### src/rtl/gmp_pkg.sv
// ----------------------------------------------------------------------------
// Gram matrix product package
// Sizes, register indexes, sequencer states and the control bundle that the
// sequencer hands to the multiply-accumulate datapath.
// ----------------------------------------------------------------------------
package gmp_pkg;

  localparam int MAX_ROWS    = 4;
  localparam int MAX_COLS    = 8;
  localparam int STORE_DEPTH = MAX_ROWS * MAX_COLS;
  localparam int ADDR_W      = (STORE_DEPTH > 1) ? $clog2(STORE_DEPTH) : 1;
  localparam int CNT_W       = $clog2(STORE_DEPTH + 1);
  localparam int NR_W        = $clog2(MAX_ROWS + 1);
  localparam int NC_W        = $clog2(MAX_COLS + 1);
  localparam int TOT_W       = NR_W + NC_W;

  localparam int ELEM_W  = 16;
  localparam int PROD_W  = 2 * ELEM_W;
  localparam int VALUE_W = 36;
  localparam int IDX_W   = 3;
  localparam int ROWS_W  = 3;
  localparam int COLS_W  = 4;

  localparam int PADDR_W = 4;
  localparam int PDATA_W = 32;

  localparam logic [ROWS_W-1:0] ROWS_RST = ROWS_W'(2);
  localparam logic [COLS_W-1:0] COLS_RST = COLS_W'(3);
  localparam logic              MODE_RST = 1'b1;

  typedef enum logic [1:0] {
    REG_ROWS = 2'd0,
    REG_COLS = 2'd1,
    REG_MODE = 2'd2
  } gmp_reg_e;

  typedef enum logic [1:0] {
    ST_LOAD,
    ST_ISSUE,
    ST_DRAIN,
    ST_OUT
  } gmp_state_e;

  typedef struct packed {
    logic              wr_en;
    logic [ADDR_W-1:0] wr_addr;
    logic              issue;
    logic [ADDR_W-1:0] addr_a;
    logic [ADDR_W-1:0] addr_b;
    logic              unit_b;
    logic              acc_clr;
  } gmp_ctrl_t;

endpackage

### src/rtl/gmp_mac.sv
// ----------------------------------------------------------------------------
// Gram matrix product element store and multiply-accumulate unit
// Holds the loaded matrix and runs one shared multiplier over two registered
// store reads, accumulating the products of one result entry.
// ----------------------------------------------------------------------------
module gmp_mac (
  input  logic                                 clk_i,
  input  logic                                 rst_ni,
  input  gmp_pkg::gmp_ctrl_t                   ctrl_i,
  input  logic signed [gmp_pkg::ELEM_W-1:0]    element_i,
  output logic signed [gmp_pkg::VALUE_W-1:0]   acc_o,
  output logic                                 busy_o
);

  logic signed [gmp_pkg::ELEM_W-1:0]  store_mem [gmp_pkg::STORE_DEPTH];
  logic signed [gmp_pkg::ELEM_W-1:0]  rd_a_q;
  logic signed [gmp_pkg::ELEM_W-1:0]  rd_b_q;
  logic signed [gmp_pkg::ELEM_W-1:0]  opb;
  logic signed [gmp_pkg::PROD_W-1:0]  prod_q;
  logic signed [gmp_pkg::VALUE_W-1:0] acc_q;
  logic                               p1_v_q;
  logic                               p2_v_q;
  logic                               unit_b_q;

  always_ff @(posedge clk_i) begin
    if (ctrl_i.wr_en) begin
      store_mem[ctrl_i.wr_addr] <= element_i;
    end
    rd_a_q <= store_mem[ctrl_i.addr_a];
    rd_b_q <= store_mem[ctrl_i.addr_b];
  end

  // In transpose mode the element passes through the multiplier times one.
  assign opb = unit_b_q ? gmp_pkg::ELEM_W'(1) : rd_b_q;

  always_ff @(posedge clk_i) begin
    unit_b_q <= ctrl_i.unit_b;
    prod_q   <= rd_a_q * opb;
    if (ctrl_i.acc_clr) begin
      acc_q <= '0;
    end else if (p2_v_q) begin
      acc_q <= acc_q + gmp_pkg::VALUE_W'(prod_q);
    end
  end

  always_ff @(posedge clk_i or negedge rst_ni) begin
    if (!rst_ni) begin
      p1_v_q <= 1'b0;
      p2_v_q <= 1'b0;
    end else begin
      p1_v_q <= ctrl_i.issue;
      p2_v_q <= p1_v_q;
    end
  end

  assign acc_o  = acc_q;
  assign busy_o = p1_v_q | p2_v_q;

endmodule

### src/rtl/gram_matrix_product.sv
// ----------------------------------------------------------------------------
// Gram matrix product
// Loads a small signed matrix and emits either the matrix times its own
// transpose or the transpose itself.
// ----------------------------------------------------------------------------
// The input channel takes one matrix element per request, row-major, one per
// cycle while the block is loading. The request that completes the matrix of
// rows_in_use by cols_in_use elements starts the result pass, and the input
// channel stalls until the last result entry has been taken. In product mode
// the block emits rows by rows entries, each a sum over the columns; in
// transpose mode it emits cols by rows entries. Each result request carries
// its row, its column and a last flag on the final entry.
// Every result entry runs through one shared 16 by 16 multiplier behind two
// registered store reads: an entry issues K products and drains the datapath
// before it is shown, where K is cols_in_use in product mode and 1 in transpose
// mode. A result stays on the output while the receiver stalls, and the next
// entry starts only after it has been taken. The configuration registers are
// written through the APB port and read back there. Reset empties the load
// count and restores the registers to two rows, three columns, product mode.
// ----------------------------------------------------------------------------
module gram_matrix_product (
  input  logic                                 clk_i,
  input  logic                                 rst_ni,
  input  logic                                 in_valid_i,
  output logic                                 in_stall_o,
  input  logic signed [gmp_pkg::ELEM_W-1:0]    element_i,
  output logic                                 out_valid_o,
  input  logic                                 out_stall_i,
  output logic signed [gmp_pkg::VALUE_W-1:0]   value_o,
  output logic        [gmp_pkg::IDX_W-1:0]     row_o,
  output logic        [gmp_pkg::IDX_W-1:0]     col_o,
  output logic                                 last_o,
  input  logic                                 psel,
  input  logic                                 penable,
  input  logic                                 pwrite,
  input  logic        [gmp_pkg::PADDR_W-1:0]   paddr,
  input  logic        [gmp_pkg::PDATA_W-1:0]   pwdata,
  output logic        [gmp_pkg::PDATA_W-1:0]   prdata,
  output logic                                 pready
);

  gmp_pkg::gmp_state_e               state_q, state_d;
  gmp_pkg::gmp_ctrl_t                ctrl;
  logic [gmp_pkg::ROWS_W-1:0]        rows_q;
  logic [gmp_pkg::COLS_W-1:0]        cols_q;
  logic                              mode_q;
  logic [gmp_pkg::NR_W-1:0]          nr;
  logic [gmp_pkg::NC_W-1:0]          nc;
  logic [gmp_pkg::CNT_W-1:0]         total;
  logic [gmp_pkg::ADDR_W-1:0]        load_cnt_q, load_cnt_d;
  logic [gmp_pkg::IDX_W-1:0]         row_q, row_d;
  logic [gmp_pkg::IDX_W-1:0]         col_q, col_d;
  logic [gmp_pkg::IDX_W-1:0]         k_q, k_d;
  logic [gmp_pkg::ADDR_W-1:0]        ibase_q, ibase_d;
  logic [gmp_pkg::ADDR_W-1:0]        jbase_q, jbase_d;
  logic [gmp_pkg::IDX_W-1:0]         row_last;
  logic [gmp_pkg::IDX_W-1:0]         col_last;
  logic [gmp_pkg::IDX_W-1:0]         k_last;
  logic                              in_acc;
  logic                              out_acc;
  logic                              load_done;
  logic                              entry_last;
  logic                              cfg_wr;
  logic                              mac_busy;

  // Configuration port.
  assign pready = 1'b1;
  assign cfg_wr = psel & penable & pwrite;

  always_ff @(posedge clk_i or negedge rst_ni) begin
    if (!rst_ni) begin
      rows_q <= gmp_pkg::ROWS_RST;
      cols_q <= gmp_pkg::COLS_RST;
      mode_q <= gmp_pkg::MODE_RST;
    end else if (cfg_wr) begin
      case (paddr[3:2])
        gmp_pkg::REG_ROWS: rows_q <= pwdata[gmp_pkg::ROWS_W-1:0];
        gmp_pkg::REG_COLS: cols_q <= pwdata[gmp_pkg::COLS_W-1:0];
        gmp_pkg::REG_MODE: mode_q <= pwdata[0];
        default: ;
      endcase
    end
  end

  always_comb begin
    case (paddr[3:2])
      gmp_pkg::REG_ROWS: prdata = gmp_pkg::PDATA_W'(rows_q);
      gmp_pkg::REG_COLS: prdata = gmp_pkg::PDATA_W'(cols_q);
      gmp_pkg::REG_MODE: prdata = gmp_pkg::PDATA_W'(mode_q);
      default:           prdata = '0;
    endcase
  end

  // Sizes in use, with zero taken as one and large values saturated.
  assign nr = (rows_q == '0) ? gmp_pkg::NR_W'(1) :
              (32'(rows_q) > gmp_pkg::MAX_ROWS) ? gmp_pkg::NR_W'(gmp_pkg::MAX_ROWS) :
              gmp_pkg::NR_W'(rows_q);
  assign nc = (cols_q == '0) ? gmp_pkg::NC_W'(1) :
              (32'(cols_q) > gmp_pkg::MAX_COLS) ? gmp_pkg::NC_W'(gmp_pkg::MAX_COLS) :
              gmp_pkg::NC_W'(cols_q);
  assign total = gmp_pkg::CNT_W'(gmp_pkg::TOT_W'(nr) * gmp_pkg::TOT_W'(nc));

  assign row_last = mode_q ? gmp_pkg::IDX_W'(nr - gmp_pkg::NR_W'(1))
                           : gmp_pkg::IDX_W'(nc - gmp_pkg::NC_W'(1));
  assign col_last = gmp_pkg::IDX_W'(nr - gmp_pkg::NR_W'(1));
  assign k_last   = mode_q ? gmp_pkg::IDX_W'(nc - gmp_pkg::NC_W'(1)) : '0;

  assign in_acc     = in_valid_i & ~in_stall_o;
  assign out_acc    = out_valid_o & ~out_stall_i;
  assign load_done  = (gmp_pkg::CNT_W'(load_cnt_q) + gmp_pkg::CNT_W'(1)) >= total;
  assign entry_last = (row_q == row_last) && (col_q == col_last);

  always_comb begin
    state_d = state_q;
    case (state_q)
      gmp_pkg::ST_LOAD: begin
        if (in_acc && load_done) begin
          state_d = gmp_pkg::ST_ISSUE;
        end
      end
      gmp_pkg::ST_ISSUE: begin
        if (k_q == k_last) begin
          state_d = gmp_pkg::ST_DRAIN;
        end
      end
      gmp_pkg::ST_DRAIN: begin
        if (!mac_busy) begin
          state_d = gmp_pkg::ST_OUT;
        end
      end
      gmp_pkg::ST_OUT: begin
        if (out_acc) begin
          state_d = entry_last ? gmp_pkg::ST_LOAD : gmp_pkg::ST_ISSUE;
        end
      end
      default: state_d = gmp_pkg::ST_LOAD;
    endcase
  end

  always_comb begin
    in_stall_o   = (state_q != gmp_pkg::ST_LOAD);
    out_valid_o  = (state_q == gmp_pkg::ST_OUT);
    ctrl.wr_en   = (state_q == gmp_pkg::ST_LOAD) && in_valid_i;
    ctrl.wr_addr = load_cnt_q;
    ctrl.issue   = (state_q == gmp_pkg::ST_ISSUE);
    ctrl.addr_a  = mode_q ? ibase_q + gmp_pkg::ADDR_W'(k_q)
                          : jbase_q + gmp_pkg::ADDR_W'(row_q);
    ctrl.addr_b  = jbase_q + gmp_pkg::ADDR_W'(k_q);
    ctrl.unit_b  = ~mode_q;
    ctrl.acc_clr = ((state_q == gmp_pkg::ST_LOAD) && in_acc && load_done) ||
                   ((state_q == gmp_pkg::ST_OUT) && out_acc && !entry_last);
  end

  always_comb begin
    load_cnt_d = load_cnt_q;
    k_d        = k_q;
    row_d      = row_q;
    col_d      = col_q;
    ibase_d    = ibase_q;
    jbase_d    = jbase_q;
    case (state_q)
      gmp_pkg::ST_LOAD: begin
        if (in_acc) begin
          if (load_done) begin
            load_cnt_d = '0;
            k_d        = '0;
            row_d      = '0;
            col_d      = '0;
            ibase_d    = '0;
            jbase_d    = '0;
          end else begin
            load_cnt_d = load_cnt_q + gmp_pkg::ADDR_W'(1);
          end
        end
      end
      gmp_pkg::ST_ISSUE: begin
        k_d = (k_q == k_last) ? '0 : k_q + gmp_pkg::IDX_W'(1);
      end
      gmp_pkg::ST_OUT: begin
        if (out_acc) begin
          if (col_q == col_last) begin
            col_d   = '0;
            jbase_d = '0;
            row_d   = row_q + gmp_pkg::IDX_W'(1);
            ibase_d = ibase_q + gmp_pkg::ADDR_W'(nc);
          end else begin
            col_d   = col_q + gmp_pkg::IDX_W'(1);
            jbase_d = jbase_q + gmp_pkg::ADDR_W'(nc);
          end
        end
      end
      default: ;
    endcase
  end

  always_ff @(posedge clk_i or negedge rst_ni) begin
    if (!rst_ni) begin
      state_q    <= gmp_pkg::ST_LOAD;
      load_cnt_q <= '0;
      k_q        <= '0;
      row_q      <= '0;
      col_q      <= '0;
      ibase_q    <= '0;
      jbase_q    <= '0;
    end else begin
      state_q    <= state_d;
      load_cnt_q <= load_cnt_d;
      k_q        <= k_d;
      row_q      <= row_d;
      col_q      <= col_d;
      ibase_q    <= ibase_d;
      jbase_q    <= jbase_d;
    end
  end

  gmp_mac u_mac (
    .clk_i     (clk_i),
    .rst_ni    (rst_ni),
    .ctrl_i    (ctrl),
    .element_i (element_i),
    .acc_o     (value_o),
    .busy_o    (mac_busy)
  );

  assign row_o  = row_q;
  assign col_o  = col_q;
  assign last_o = entry_last;

endmodule

### config.mk
export PLATFORM = sky130hd
export DESIGN_NAME = gram_matrix_product
export DESIGN_NICKNAME = d
export VERILOG_FILES = /design/src/rtl/gmp_pkg.sv /design/src/rtl/gmp_mac.sv /design/src/rtl/gram_matrix_product.sv
export SDC_FILE = /design/constraint.sdc
export NUM_CORES = 2
export LEC_CHECK = 0
export BUFFER_PORTS_ARGS = -buffer_cell sky130_fd_sc_hd__buf_4
export CAP_MARGIN = 5
export CELL_PAD_IN_SITES_DETAIL_PLACEMENT = 2
export CELL_PAD_IN_SITES_GLOBAL_PLACEMENT = 2
export CORE_MARGIN = 2
export CORE_UTILIZATION = 45
export DETAILED_ROUTE_END_ITERATION = 8
export GPL_TIMING_DRIVEN = 0
export PLACE_DENSITY = 0.88
export SLEW_MARGIN = 10
export SYNTH_ARGS = -nofsm -noshare
export SYNTH_HDL_FRONTEND = slang
export SYNTH_SLANG_ARGS = --single-unit
### constraint.sdc
create_clock -name clk_i -period 9 [get_ports clk_i]
set_input_delay 0.45 -clock clk_i [delete_from_list [all_inputs] [get_ports clk_i]]
set_output_delay 0.45 -clock clk_i [all_outputs]
set_load 0.01 [all_outputs]
Word-level counts from Yosys, hierarchy flattened
Memories as Yosys holds them, arrays and structs flattened. A register that Yosys moved wholly into a read port is not among the register bits.
Cells that the tools add are included.
{"block": "word_totals", "ff_bits": 105, "latchBits": 0, "mem_bits_rw": 512, "rom_bits": 0, "in_bits": 59, "out_inout_bits": 78, "word_cells": 117, "mem_count": 1}
{"memory": "u_mac.store_mem", "words": 32, "word_bits": 16, "read_ports": 2, "rd_ports_with_merged_regs": 2, "wr": 1, "line": "gmp_mac.sv:15", "source": "logic signed [gmp_pkg::ELEM_W-1:0] store_mem [gmp_pkg::STORE_DEPTH];"}
{"block": "op_classes", "n_addsub": 13, "multipliers": 2, "div_mod_pow": 0, "order_cmp": 3, "eq_ne": 15, "n_shift": 0, "n_mux": 36, "bitwise": 8, "reduce_logical": 24}
{"cell": "5-bit two-way mux", "n": 8}
{"cell": "36-bit by 32-bit adder with 36-bit output", "n": 1}
{"cell": "3-bit two-way mux", "n": 11}
{"cell": "16-bit by 16-bit multiplier with 32-bit output", "n": 1}
{"cell": "5-bit one-hot mux with 2 select lines", "n": 2}
{"cell": "3-bit one-hot mux with 2 select lines", "n": 3}
{"cell": "16-bit two-way mux", "n": 1}
{"cell": "5-bit by 3-bit adder with 5-bit output", "n": 3}
{"cell": "4-bit one-hot mux with 3 select lines", "n": 1}
{"cell": "5-bit by 4-bit adder with 5-bit output", "n": 2}
{"cell": "2-bit inequality test (second input constant)", "n": 5}
{"cell": "3-bit by 1-bit adder with 3-bit output (second input constant)", "n": 3}
{"cell": "3-bit == test", "n": 3}
{"cell": "2-bit two-way mux", "n": 4}
{"cell": "4-bit two-way mux", "n": 2}
{"cell": "2-bit one-hot mux with 4 select lines", "n": 1}
{"cell": "2-bit AND reduction", "n": 4}
{"cell": "4-bit AND reduction", "n": 2}
{"cell": "1-bit logical AND", "n": 7}
{"cell": "5-bit by 1-bit adder with 6-bit output (second input constant)", "n": 1}
{"cell": "2-bit == test (second input constant)", "n": 3}
{"cell": "6-bit greater-or-equal comparator", "n": 1}
{"cell": "3-bit by 4-bit multiplier with 6-bit output", "n": 1}
{"cell": "2-bit nonzero test", "n": 3}
{"cell": "other kinds (17)", "n": 28}

Logic depth before layout (Yosys ltp)
{"block": "depth", "word_depth": 10, "ltp_mapped": 26}

Cells and area by module
From an unflattened synthesis, not the netlist that was laid out.
{"block": "unflattened", "cells_unflattened": 2899, "area_unflattened_um2": 41130.7}
{"mod": "gmp_mac", "instances": 1, "cells_per_inst": 2545, "area_per_inst_um2": 37816.3}
{"mod": "gram_matrix_product", "instances": 1, "cells_per_inst": 354, "area_per_inst_um2": 3314.4}

Least setup slack after synthesis
No wires, ideal clock.
{"block": "synth_path", "path_type": "register -> register", "from": "register u_mac.unit_b_q", "to": "register u_mac.prod_q[28] (netlist bit)", "t_arrival_ns": 6.389, "required_time_ns": 8.928, "slack_ns": 2.539, "stages_incl_launch_ff": 25, "period_less_slack_ns": 6.461, "path_cell_list": "dfxtp_1 -> clkbuf_1 -> nor2b_1 -> clkbuf_1 -> nand2_1 -> inv_1 -> fa_1 -> fa_1 -> fa_1 -> fa_1 -> fa_1 -> inv_1 -> fa_1 -> inv_1 -> ha_1 -> a21oi_1 -> o21ai_1 -> a221oi_1 -> o21ai_0 -> a41oi_1 -> o211ai_1 -> o31ai_1 -> nand2b_1 -> a21oi_1 -> xnor2_1"}
{"block": "synth_via", "elab_chain_cells": 2}
{"item": "start: declaration", "line": "gmp_mac.sv:23", "source": "logic unit_b_q;"}
{"item": "start signal: assignment", "line": "gmp_mac.sv:37", "source": "unit_b_q <= ctrl_i.unit_b;"}
{"item": "16-bit two-way mux", "line": "gmp_mac.sv:34", "source": "assign opb = unit_b_q ? gmp_pkg::ELEM_W'(1) : rd_b_q;"}
{"item": "16-bit by 16-bit multiplier with 32-bit output", "line": "gmp_mac.sv:38", "source": "prod_q <= rd_a_q * opb;"}
{"item": "end signal: assignment", "line": "gmp_mac.sv:38"}
{"item": "end: declaration", "line": "gmp_mac.sv:19", "source": "logic signed [gmp_pkg::PROD_W-1:0] prod_q;"}
Every way passes these cells.
A chain may end at the register's enable or synchronous reset.

Final worst setup path
Ends and elaborated chain as after synthesis.

==> results.yml <==
yosys:
  ys.flop_type: "edfxtp_1"
  syn_inst: 3193
  yosysSeqAreaShare_pct: 44.51
  ys.warnings.count: 0
  synth.distinct_cells: 76
  ys_async_sr_fraction_pct: 5.547
  yosys_register_bits: 649
  mappedNetlistArea_um2: 41120
  synth_area_per_cell_um2: 12.88
  synth-edff-count: 512
finish:
  drive_gt1_share_pct: 17.18
  final_nets: 3897
  layout_common_cells: "512 x edfxtp_1, 441 x nand2_1, 326 x inv_1"
  syn2layout_area_growth_pct: 12.62
  final_common_cell: "edfxtp_1"
place:
  dp_hpwl_um: 116400
  numPortBuffers: 75
  gp_congestion: 1.014
cts:
  clkTransAtPathRegs_ns: 0.07
  root_buffer: "clkbuf_16"
  clock_path_buffers: 3
  cts_tree: "built"
  htreeDepth: 3
  cts_resized: 0
  cts_buffers: 76
  cts_hold_buffers: 3
  post_cts_buffers: 0
  clock_sinks: 649
  worstSkewPairLatency_ns: 0.72
critical_path:
  cp_max_fo: 10
  regToRegSetupSlack_ns: 0.45
  cp.arrival_ns: 9.13
  crit_type: "reg2reg"
  required_ns: 9.58
  end_kind: "flop"
  cp-startpoint: "u_mac.unit_b_q"
  start_kind: "flop"
  r2r_cells: 24
  r2r-start: "u_mac.unit_b_q"
  worst_r2r_endpoint: "u_mac.prod_q[28]"
grt:
  grt_pass1_wl_um: 253000
  grt_pass1_vias: 34255
  antenna_found_initial: 13
  grt_overflow_total: 0
  gr-usage-all-layers_pct: 37.65
  grt_max_degree: 37
drt:
  first_iter_violations: 4309
  final_antenna_net_count: 0
  vias: 31108
  drt_drc_violations_left: 0
  firstDrtPassIters: 6
  vias_per_cell: 6.697
  drt-total-wl_um: 175000
  wire_per_inst_um: 37.68
timing:
  timing.final.crit_period_ns: 8.545
  drv_slew: 0
  tns_ns: 0
  rsz0062_at_grt: "no"
  tightest_slew_ns: 1.412
  relSlewSlack_pct: 5.843
  hold_viol_final: 0
  skew_ns: 0.06804
  period_share_pct: 94.95
  fmax_ghz: 0.1170
  setup_viol: 0
outcome:
  status: "complete, no violations"
floorplan:
  num_rows: 110
  die_y_um: 306.3
  die_area_um2: 93820
  coreArea_um2: 90290
  die_w_um: 306.3
  start_util_pct: 45.55
  ios: 137
min_path:
  min_path_cells: 2
  whs_endpoint: "cols_q[0]"
  hp-start: "pwdata[0]"
  holdCritPathClass: "in2reg"
run:
  maxCapViolCount: 0
state kept, by name, summed over array words and instances (netlist names):
signal / flops
col_o: 3
cols_q: 4
ibase_q: 5
jbase_q: 5
k_q: 3
load_cnt_q: 5
mode_q: 1
row_o: 3
rows_q: 3
state_q: 2
u_mac.acc_o: 36
u_mac.p1_v_q: 1
u_mac.p2_v_q: 1
u_mac.prod_q: 32
u_mac.rd_a_q: 16
u_mac.rd_b_q: 16
u_mac.store_mem: 512
u_mac.unit_b_q: 1
worst max path at each step:
stage | end | cells past startpoint
floorplan | u_mac.prod_q[28] | 24
global placement | u_mac.prod_q[31] | 24
detailed placement | u_mac.prod_q[28] | 24
CTS | u_mac.prod_q[28] | 24
global route | u_mac.prod_q[28] | 24
finish | u_mac.prod_q[28] | 24
metal layers:
layer / vias to the layer above / global-route usage, % / part of all wire, % / wire (um)
met1: 16083 / 43.57 / 34 / 59520
li1: 11736 / - / - / -
met4: 18 / 25.28 / 8.1 / 14110
met3: 818 / 9.041 / 9.8 / 17140
met2: 2453 / 62.30 / 48 / 84070
met5: - / 0.7235 / 0.12 / 202
final cells by class:
| type | instances | area [um2] |
|---|---|---|
| inverter | 328 | 1231 |
| fill | 8571 | 43970 |
| multi-input combinational | 2051 | 20920 |
| clock buffer | 91 | 2051 |
| antenna | 6 | 15.01 |
| clock inverter | 42 | 404.1 |
| timing repair buffer | 110 | 1060 |
| sequential | 649 | 18300 |
| tap | 1176 | 1471 |
| buffer | 192 | 853.3 |
synthesized netlist by cell type (41+ instances only):
library cell	instances	area, um2
edfxtp_1	512	15370
nand2_1	441	1655
inv_1	326	1224
fa_1	271	5425
mux4_2	256	5766
ha_1	159	1989
nor2_1	129	484.2
clkbuf_1	127	476.7
and2_1	116	725.7
dfxtp_1	101	2022
a21oi_1	77	385.4
xnor2_1	74	648.1
nand3_1	64	320.3
nor2b_1	41	256.5
worst max-delay path: stages, from the launching register on:
cell      delay (ns)
dfxtp_1         0.45
clkbuf_1        0.34
nor2b_1         0.99
clkbuf_1        0.51
nand2_1         0.17
fa_1            0.60
inv_1           0.07
fa_1            0.60
fa_1            0.44
fa_1            0.49
fa_1            0.49
inv_1           0.05
fa_1            0.48
inv_1           0.06
ha_1            0.33
a21oi_1         0.18
o21ai_1         0.15
a221oi_1        0.36
o21ai_0         0.12
a41oi_1         0.53
o211ai_1        0.29
o31ai_1         0.33
nand2b_1        0.09
a21oi_1         0.18
xnor2_1         0.13
through the flow:
stage | area (um2) | hold slack [ns] | setup WS, ns | instances | util (%)
after floorplan | 41220 | 0.1544 | 2.539 | 3220 | -
after global placement | 43260 | 0.3575 | 0.9496 | 4471 | 47.91
after detailed placement | 43810 | 0.3591 | 0.7547 | 4503 | 48.52
after CTS | 46290 | 0.01066 | 0.6158 | 4639 | 51.27
after global routing | 46300 | 0.03414 | 0.1031 | 4640 | 51.28
final | 46310 | 0.02656 | 0.4547 | 4645 | 51.29
kinds of logic after synthesis:
logic type      Yosys count  synth area share [%]
simple gates            867                 9.557
flops                   649                 44.51
buf+inv                 520                 5.060
fa+ha+maj               430                 18.03
compound gates          325                 5.489
mux                     312                 15.46
xor+xnor                 88                 1.874
other cells               2               0.01826
Power is not shown: default switching activity piles up to over one toggle a cycle in this logic, so the estimate is an artifact.
